<file path="src/hdl/nal_header_and_emulation_strip_top_assert.svh">
// Assertion macros for the NAL header and emulation strip block.
// No dependencies; included by the modules that carry assertions.
`ifndef NAL_HEADER_AND_EMULATION_STRIP_TOP_ASSERT_SVH
`define NAL_HEADER_AND_EMULATION_STRIP_TOP_ASSERT_SVH

`ifndef SYNTHESIS
`define NHES_ASSERT(lbl, clk, rst_n, prop, msg) \
  lbl: assert property (@(posedge clk) disable iff (!rst_n) prop) else $error(msg);
`define NHES_ASSERT_ALWAYS(lbl, clk, prop, msg) \
  lbl: assert property (@(posedge clk) prop) else $error(msg);
`else
`define NHES_ASSERT(lbl, clk, rst_n, prop, msg)
`define NHES_ASSERT_ALWAYS(lbl, clk, prop, msg)
`endif

`endif

</file>
<file path="src/hdl/nhes_pkg.sv">
// Shared types and constants for the NAL header and emulation strip block.
// No dependencies.
package nhes_pkg;

  localparam int unsigned CFG_AW = 3;

  localparam logic [7:0] EPB_BYTE     = 8'h03;
  localparam logic [7:0] ZERO_BYTE    = 8'h00;
  localparam logic [1:0] ZRUN_SAT     = 2'd2;
  localparam logic       HDR_FMT_HEVC = 1'b0;
  localparam logic       HDR_FMT_VVC  = 1'b1;
  localparam logic       HDR_FMT_RST  = HDR_FMT_VVC;

  localparam logic       REG_HEADER_FORMAT = 1'b0;

  typedef enum logic [1:0] {
    KIND_HEADER  = 2'd0,
    KIND_PAYLOAD = 2'd1,
    KIND_END     = 2'd2,
    KIND_ERROR   = 2'd3
  } kind_t;

  typedef enum logic [1:0] {
    POS_HDR0    = 2'd0,
    POS_HDR1    = 2'd1,
    POS_PAYLOAD = 2'd2
  } pos_t;

  typedef struct packed {
    kind_t       kind;
    logic [7:0]  data_byte;
    logic        end_mark;
    logic        forbidden_bit;
    logic        reserved_bit;
    logic [5:0]  layer_id;
    logic [5:0]  unit_type;
    logic [2:0]  temporal_plus1;
    logic [2:0]  temporal_id;
    logic        is_slice;
  } result_t;

endpackage

</file>
<file path="src/hdl/nhes_parse.sv">
// Header unpacking and emulation-prevention removal for one request per cycle.
// Depends on nhes_pkg and the assertion macro header.
`include "nal_header_and_emulation_strip_top_assert.svh"

module nhes_parse (
  input  logic                clk,
  input  logic                rst_n,
  input  logic                header_format,
  input  logic                acc,
  input  logic [7:0]          in_byte,
  input  logic                in_last,
  output logic                res_vld,
  output nhes_pkg::result_t   res
);

  nhes_pkg::pos_t pos_r, pos_nxt;
  logic [1:0]     zrun_r, zrun_nxt;
  logic [7:0]     hdr0_r, hdr0_nxt;

  logic           epb;
  logic [4:0]     vvc_type;
  logic [2:0]     tp1;

  assign epb      = (zrun_r == nhes_pkg::ZRUN_SAT) && (in_byte == nhes_pkg::EPB_BYTE);
  assign vvc_type = in_byte[7:3];
  assign tp1      = in_byte[2:0];

  always_comb begin
    pos_nxt  = pos_r;
    zrun_nxt = zrun_r;
    hdr0_nxt = hdr0_r;
    if (acc) begin
      unique case (pos_r)
        nhes_pkg::POS_HDR0: begin
          hdr0_nxt = in_byte;
          pos_nxt  = in_last ? nhes_pkg::POS_HDR0 : nhes_pkg::POS_HDR1;
          zrun_nxt = 2'd0;
        end
        nhes_pkg::POS_HDR1: begin
          pos_nxt  = in_last ? nhes_pkg::POS_HDR0 : nhes_pkg::POS_PAYLOAD;
          zrun_nxt = 2'd0;
        end
        default: begin
          if (epb || in_byte != nhes_pkg::ZERO_BYTE) begin
            zrun_nxt = 2'd0;
          end else if (zrun_r != nhes_pkg::ZRUN_SAT) begin
            zrun_nxt = zrun_r + 2'd1;
          end
          if (in_last) begin
            pos_nxt  = nhes_pkg::POS_HDR0;
            zrun_nxt = 2'd0;
          end
        end
      endcase
    end
  end

  always_comb begin
    res     = '0;
    res_vld = 1'b0;
    unique case (pos_r)
      nhes_pkg::POS_HDR0: begin
        if (in_last) begin
          res_vld      = 1'b1;
          res.kind     = nhes_pkg::KIND_ERROR;
          res.end_mark = 1'b1;
        end
      end
      nhes_pkg::POS_HDR1: begin
        res_vld = 1'b1;
        if (in_last) begin
          res.kind     = nhes_pkg::KIND_ERROR;
          res.end_mark = 1'b1;
        end else begin
          res.kind           = nhes_pkg::KIND_HEADER;
          res.forbidden_bit  = hdr0_r[7];
          res.temporal_plus1 = tp1;
          res.temporal_id    = (tp1 == 3'd0) ? 3'd0 : tp1 - 3'd1;
          if (header_format == nhes_pkg::HDR_FMT_VVC) begin
            res.reserved_bit = hdr0_r[6];
            res.layer_id     = hdr0_r[5:0];
            res.unit_type    = {1'b0, vvc_type};
            res.is_slice     = (vvc_type <= 5'd3) ||
                               ((vvc_type >= 5'd7) && (vvc_type <= 5'd10));
          end else begin
            res.unit_type = hdr0_r[6:1];
            res.layer_id  = {hdr0_r[0], in_byte[7:3]};
          end
        end
      end
      default: begin
        if (epb) begin
          if (in_last) begin
            res_vld      = 1'b1;
            res.kind     = nhes_pkg::KIND_END;
            res.end_mark = 1'b1;
          end
        end else begin
          res_vld       = 1'b1;
          res.kind      = nhes_pkg::KIND_PAYLOAD;
          res.data_byte = in_byte;
          res.end_mark  = in_last;
        end
      end
    endcase
    res_vld = res_vld & acc;
  end

  always_ff @(posedge clk) begin
    if (!rst_n) begin
      pos_r  <= nhes_pkg::POS_HDR0;
      zrun_r <= 2'd0;
      hdr0_r <= 8'd0;
    end else begin
      pos_r  <= pos_nxt;
      zrun_r <= zrun_nxt;
      hdr0_r <= hdr0_nxt;
    end
  end

  `NHES_ASSERT(a_last_ends_unit, clk, rst_n, acc && in_last |=> pos_r == nhes_pkg::POS_HDR0 && zrun_r == 2'd0, "unit end did not restart parsing")
  `NHES_ASSERT(a_zrun_sat, clk, rst_n, zrun_r != 2'd3, "zero run passed saturation")
  `NHES_ASSERT(a_header_pos, clk, rst_n, res_vld && res.kind == nhes_pkg::KIND_HEADER |-> pos_r == nhes_pkg::POS_HDR1, "header result outside second header byte")

endmodule

</file>
<file path="src/hdl/nhes_outbuf.sv">
// Result register with a skid stage that holds one request pushed under stall.
// Depends on nhes_pkg and the assertion macro header.
`include "nal_header_and_emulation_strip_top_assert.svh"

module nhes_outbuf (
  input  logic                clk,
  input  logic                rst_n,
  input  logic                push,
  input  nhes_pkg::result_t   res,
  output logic                in_rdy,
  output logic                out_vld,
  input  logic                out_rdy,
  output nhes_pkg::result_t   out_res
);

  logic              out_vld_r, out_vld_nxt;
  logic              skid_vld_r, skid_vld_nxt;
  nhes_pkg::result_t out_r, out_nxt;
  nhes_pkg::result_t skid_r, skid_nxt;
  logic              out_free;

  assign out_free = !out_vld_r || out_rdy;
  assign in_rdy   = !skid_vld_r;
  assign out_vld  = out_vld_r;
  assign out_res  = out_r;

  always_comb begin
    out_vld_nxt  = out_vld_r;
    skid_vld_nxt = skid_vld_r;
    out_nxt      = out_r;
    skid_nxt     = skid_r;
    if (out_free) begin
      out_vld_nxt  = skid_vld_r || push;
      out_nxt      = skid_vld_r ? skid_r : res;
      skid_vld_nxt = 1'b0;
    end else if (push) begin
      skid_vld_nxt = 1'b1;
      skid_nxt     = res;
    end
  end

  always_ff @(posedge clk) begin
    if (!rst_n) begin
      out_vld_r  <= 1'b0;
      skid_vld_r <= 1'b0;
    end else begin
      out_vld_r  <= out_vld_nxt;
      skid_vld_r <= skid_vld_nxt;
    end
    out_r  <= out_nxt;
    skid_r <= skid_nxt;
  end

  `NHES_ASSERT(a_skid_behind_out, clk, rst_n, skid_vld_r |-> out_vld_r, "skid holds a request ahead of the output")
  `NHES_ASSERT(a_stall_to_skid, clk, rst_n, out_vld_r && !out_rdy && push |=> skid_vld_r, "stalled request not held in skid")
  `NHES_ASSERT(a_skid_holds, clk, rst_n, skid_vld_r && !out_rdy |=> skid_vld_r && $stable(skid_r), "skid request lost under stall")

endmodule

</file>
<file path="src/hdl/nal_header_and_emulation_strip_top.sv">
// Channel     Dir  Handshake         Payload
// in_         in   tvalid/tready     tdata: byte; tlast: last byte of unit
// out_        out  tvalid/tready     tuser: kind; tdata: result fields; tlast: end
// cfg_        in   APB psel/penable  register 0: header_format
//
// One request is taken per cycle while in_tready is high; results are registered.
// The rate is set by the result register and its skid stage: in_tready drops
// only while the skid stage holds a result. rst_n is synchronous, active low,
// and clears parse state, valid flags and header_format (to the VVC layout).
// Depends on nhes_pkg, nhes_parse and nhes_outbuf.
module nal_header_and_emulation_strip_top (
  input  logic                        clk,
  input  logic                        rst_n,
  input  logic                        in_tvalid,
  output logic                        in_tready,
  input  logic [7:0]                  in_tdata,   // [7:0] in_byte
  input  logic                        in_tlast,
  output logic                        out_tvalid,
  input  logic                        out_tready,
  // [7:0] data_byte, [8] forbidden_bit, [9] reserved_bit, [15:10] layer_id,
  // [21:16] unit_type, [24:22] temporal_plus1, [27:25] temporal_id, [28] is_slice
  output logic [31:0]                 out_tdata,
  output logic [1:0]                  out_tuser,  // [1:0] kind
  output logic                        out_tlast,
  input  logic                        cfg_psel,
  input  logic                        cfg_penable,
  input  logic                        cfg_pwrite,
  input  logic [nhes_pkg::CFG_AW-1:0] cfg_paddr,
  input  logic [31:0]                 cfg_pwdata,
  output logic [31:0]                 cfg_prdata,
  output logic                        cfg_pready
);

  logic              hdr_fmt_r, hdr_fmt_nxt;
  logic              reg_idx;
  logic              cfg_wr;
  logic              acc;
  logic              res_vld;
  nhes_pkg::result_t res;
  nhes_pkg::result_t out_res;

  assign cfg_pready = 1'b1;
  assign reg_idx    = cfg_paddr[nhes_pkg::CFG_AW-1];
  assign cfg_wr     = cfg_psel && cfg_penable && cfg_pwrite && cfg_pready;

  always_comb begin
    hdr_fmt_nxt = hdr_fmt_r;
    cfg_prdata  = 32'd0;
    unique case (reg_idx)
      nhes_pkg::REG_HEADER_FORMAT: begin
        cfg_prdata = {31'd0, hdr_fmt_r};
        if (cfg_wr) begin
          hdr_fmt_nxt = cfg_pwdata[0];
        end
      end
      default: begin
        cfg_prdata = 32'd0;
      end
    endcase
  end

  always_ff @(posedge clk) begin
    if (!rst_n) begin
      hdr_fmt_r <= nhes_pkg::HDR_FMT_RST;
    end else begin
      hdr_fmt_r <= hdr_fmt_nxt;
    end
  end

  assign acc = in_tvalid && in_tready;

  nhes_parse u_parse (
    .clk           (clk),
    .rst_n         (rst_n),
    .header_format (hdr_fmt_r),
    .acc           (acc),
    .in_byte       (in_tdata),
    .in_last       (in_tlast),
    .res_vld       (res_vld),
    .res           (res)
  );

  nhes_outbuf u_outbuf (
    .clk     (clk),
    .rst_n   (rst_n),
    .push    (res_vld),
    .res     (res),
    .in_rdy  (in_tready),
    .out_vld (out_tvalid),
    .out_rdy (out_tready),
    .out_res (out_res)
  );

  assign out_tuser = out_res.kind;
  assign out_tlast = out_res.end_mark;
  assign out_tdata = {3'd0,
                      out_res.is_slice,
                      out_res.temporal_id,
                      out_res.temporal_plus1,
                      out_res.unit_type,
                      out_res.layer_id,
                      out_res.reserved_bit,
                      out_res.forbidden_bit,
                      out_res.data_byte};

endmodule
</file>
<file path="config.mk">
export PLATFORM = sky130hd
export DESIGN_NAME = nal_header_and_emulation_strip_top
export DESIGN_NICKNAME = d
export VERILOG_FILES = /design/src/hdl/nhes_pkg.sv /design/src/hdl/nhes_parse.sv /design/src/hdl/nhes_outbuf.sv /design/src/hdl/nal_header_and_emulation_strip_top.sv
export VERILOG_INCLUDE_DIRS = /design/src /design/src/hdl
export SDC_FILE = /design/constraint.sdc
export NUM_CORES = 1
export LEC_CHECK = 0
export BUFFER_PORTS_ARGS = -buffer_cell sky130_fd_sc_hd__buf_4
export CORE_MARGIN = 1
export CORE_UTILIZATION = 30
export CTS_BUF_LIST = sky130_fd_sc_hd__clkbuf_4 sky130_fd_sc_hd__clkbuf_8
export DETAILED_ROUTE_END_ITERATION = 10
export PLACE_DENSITY = 0.57
export SLEW_MARGIN = 20
export SYNTH_ARGS = -nofsm -noshare
export SYNTH_HDL_FRONTEND = slang
export SYNTH_HIERARCHICAL = 1
export SYNTH_SLANG_ARGS = --single-unit
</file>
<file path="constraint.sdc">
create_clock -name clk -period 4.7 [get_ports clk]
set_input_delay 1.41 -clock clk [delete_from_list [all_inputs] [get_ports clk]]
set_output_delay 1.41 -clock clk [all_outputs]
set_load 0.02 [all_outputs]
</file>
# == Word level (Yosys, flattened, before mapping) ==
# Index checks and enable logic that the tools add are counted.
# totals
inputBits,51
out_inout_bits,70
regBits,79
word_cells,89
# classes
n_addsub,2
magnitude_cmp,3
n_eq_ne,4
mux,27
bitwise,4
n_reduce_logical,23
# op_table
cell,count
$mux 21,2
$mux 32,1
$mux 2,10
$mux 8,2
$mux 12,1
$reduce_and 2->1,5
$eq 8x2->1 const B,1
$mux 1,8
$reduce_bool 8->1,1
$ge 5x3->1 const B,1
$le 5x2->1 const B,1
$le 5x4->1 const B,1
$logic_and 1x1->1,5
$logic_or 1x1->1,4
$pmux 2 s2,1
$reduce_bool 4->1,1
$reduce_or 2->1,2
$logic_not 3->1,1
$mux 3,1
$not 1->1,3
$reduce_bool 3->1,1
$sub 3x1->3 const B,1
$add 2x1->2 const B,1
$eq 2x1->1 const B,1
other kinds (6),7

# == Longest topological paths before layout ==
# logic_depth
depth_word,7
mapped_depth,8
depth_no_buf,7

# == Hierarchy ==
# The synthesis kept the hierarchy.
# modules_own_cells
mod,instances,seq_area_each_um2,area_each_um2,cells_per_inst
nhes_outbuf,1,1961.9,2542.4,109
nhes_parse,1,240.2,927.1,114
nal_header_and_emulation_strip_top,1,20.0,349.1,44

# == Worst setup path before layout ==
# No wires, ideal clock.
# synth_path
path_kind,input to register
startpoint,in out_tready
endpoint,reg u_outbuf/skid_r[0] in the netlist's numbering (enable)
t_required_ns,4.279
arrival_ns,3.737
setup_slack_ns,0.542
path_stages,2
setup_ns,0.421
n_path_buf,0
cell_sequence,nand2b_1 nor2_1
# synth_between
elab_chain_len,3
# synth_rtl
item,line_no,text
from (decl),nal_header_and_emulation_strip_top.sv:19,"input logic out_tready,"
$logic_or 1x1->1,nhes_outbuf.sv:22,assign out_free = !out_vld_r || out_rdy;
$not 1->1 (no source line),n/a,
$reduce_and 2->1 (no source line),n/a,
to (signal assigned),nhes_outbuf.sv:51,skid_r <= skid_nxt;
to (decl),nhes_outbuf.sv:19,"nhes_pkg::result_t skid_r, skid_nxt;"
# Every way passes these cells.
# A chain may end at the register's enable or synchronous reset.

# == Worst setup path after layout ==
# layout_path
startpoint,in cfg_paddr[2] in the netlist's numbering
endpoint,out cfg_prdata[0]
# layout_between
elab_chain_len,1
# layout_rtl
item,line_no,text
from (decl),nal_header_and_emulation_strip_top.sv:28,"input logic [nhes_pkg::CFG_AW-1:0] cfg_paddr,"
$mux 1,nal_header_and_emulation_strip_top.sv:49,unique case (reg_idx)
to (decl),nal_header_and_emulation_strip_top.sv:30,"output logic [31:0] cfg_prdata,"
# Every way passes these cells.

==> results.toml <==
[synthesis]
yosysTopAreaCellShare_pct = 50.3
syn_avg_cell_area_um2 = 14.3
synth_cells = 267
async_flop_share_pct = 0
synth_top_area_cell = "edfxtp_1"
netlist_top_cells_area = "edfxtp_1 (50%), mux2_4 (11%), dfxtp_1 (7.9%)"
ys.warnings.count = 6
seq_area_frac_synth_pct = 58.2
syn_area_mm2 = 0.00382
synth-seq-cells = 79
synthFlopType = "edfxtp_1"
synth_edf_count = 64
synth.distinct_cells = 41

[worst_setup_path]
crit_top_cell = "buf_4"
critical_path_class = "input pin to primary output"
crit_required_ps = 3290
reg2reg_slack_ps = 2190
crit_chain = "buf_4 > nor2b_1 > buf_4"
cp-end-kind = "primary output"
setup.worst_path.start_class = "input pin"
cp.arrival_ps = 1770
crit_fanout = 2
max_stage_delay_ps = 150
cpMaxStageDelayCell = "buf_4"

[grt]
grt_overflow_total = 0
grt_pass1_vias = 1931
grt_pass1_wl_um = 10000
antenna_found_initial = 0
grt_max_degree = 35
grtUsageTotal_pct = 10.4

[clock_tree]
cts_max_level = 3
cts_tree = "done"
cts_buffer_depth = 2
cts_hold_buf = 0
cts-root-buf = "clkbuf_8"
clk_latency_ps = 350
numCtsBuffers = 9
postCtsSetupRepairBufs = 0
path_clk_slew_ps = 80
clock_sinks = 79
postCtsResizedCells = 0

[route]
drt-initial-drc-count = 92
drc = 0
via_per_inst = 4.14
routed_wl_um = 6380
antenna_left = 0
dr.pass1.iters = 4
vias = 2043
wl_per_cell_um = 12.9

[timing]
finalSetupTns_ps = 0
finalClockSkew_ps = 9.63
rsz0062_at_grt = "no"
finalMaxSlewViolations = 0
hold_violations = 0
period_share_pct = 67.7
hold_ws_ps = 485
period_minus_slack_ps = 3180
setup_violations = 0
setup_ws_ps = 1520
tightest_slew_ps = 788
timing.fmax_mhz = 314
maxSlewHeadroom_pct = 47.4

[layout]
register_area_mm2 = 0.00222
drive_above_1_share_pct = 37.2
final_nets = 372
final_common_cell = "edfxtp_1"
filler_cell_count = 1215
final_cell_mix = "edfxtp_1 (64), buf_4 (56), conb_1 (35)"
finalInstanceArea_mm2 = 0.00439
diodes = 0
area_growth_pct = 15.0
multiInputGateArea_mm2 = 0.00132

[floorplan]
die-area_mm2 = 0.0132
dieHeight_um = 115
placementRows = 40
dieWidth_um = 115
io_pins = 121
initial_utilization_pct = 31.3
core-area_mm2 = 0.0122

[placed_design]
dpl.hpwl_um = 4410
io_buffer_count = 52
gp_congestion = 0.720
place_ws_ps = 1230
place_area_mm2 = 0.00420

[flow_run]
maxCapViolations = 0

[power_and_ir_drop]
power_leakage_nw = 1.87
powerDensity_mw_per_mm2 = 330
ir_drop_uv = 142

[status]
status = "complete, no violations"

[hold_path]
hold_class = "register to register"
[state kept, by name (all words and copies together), names as in the netlist]
signal / count
hdr_fmt_r: 1
u_outbuf/out_res: 32
u_outbuf/out_vld: 1
u_outbuf/skid_r: 32
u_outbuf/skid_vld_r: 1
u_parse/hdr0_r: 8
u_parse/pos_r: 2
u_parse/zrun_r: 2
[per-layer routing]
layer	track usage, %	wire length [µm]	vias up
met4	7.79	195	0
met1	12.3	2790	962
li1	-	-	988
met3	2.00	324	13
met2	17.1	3070	80
met5	0	0	-
[cells by family (layout without fill, tap and decap cells)]
logic type,after synthesis,count (layout),synth area share (%)
muxes,53,53,17.7
and+or+nand+nor,66,66,10.5
adders and majority gates,1,1,0.328
DFF,79,79,58.2
other,2,35,0.197
AOI/OAI and AO/OA,13,13,2.52
buffers and inverters,53,78,10.6
[through the flow]
stage,cells,util (%),power (mW)
final,493,36.0,1.45
after floorplan,300,-,0.930
after CTS,493,36.0,1.47
after global routing,493,36.0,1.51
after global placement,477,34.4,0.965
after detailed placement,477,34.4,0.967
[critical path: cells and delay by family]
kind	cells	cell delay (ps)
buffers and inverters	2	260
and+or+nand+nor	1	100
[path summary, 6_finish.rpt]
| check | from | cells past startpoint | endpoint |
|---|---|---|---|
| max reg2reg | u_parse/zrun_r[0]$_SDFFE_PN0P_ | 8 | u_outbuf/skid_r[17]$_DFFE_PP_ |
| min | u_parse/zrun_r[0]$_SDFFE_PN0P_ | 2 | u_parse/zrun_r[0]$_SDFFE_PN0P_ |
| min reg2reg | u_parse/zrun_r[0]$_SDFFE_PN0P_ | 2 | u_parse/zrun_r[0]$_SDFFE_PN0P_ |
| max | cfg_paddr[2] | 3 | cfg_prdata[0] |
[cells in the mapped netlist (2+ instances only)]
library cell   n
buf_2          4
and2_2         4
mux2i_1       21
buf_4         38
buf_12         3
and3_1         2
conb_1         2
inv_1          6
dfxtp_1       15
and2_1         9
nand2_1        7
nor3b_2        2
edfxtp_1      64
mux2_4        28
nand2b_1       3
a21oi_1        3
mux2_2         4
nor2b_1        6
nor2_1        24
[report_power, final]
part	switching [mW]	total (mW)	internal (mW)
Clock	0.252	0.501	0.249
Sequential	0.0113	0.790	0.779
Combinational	0.0976	0.159	0.0609
[final cells by class]
type                       count  share of cell area (%)
timing repair buffer          56                    9.57
clock buffer                  10                    2.99
multi-input combinational    168                    30.1
clock inverter                 6                    1.42
inverter                       6                   0.513
sequential                    79                    50.6
tap                          168                    4.78
(Power assumes the default switching activity.)
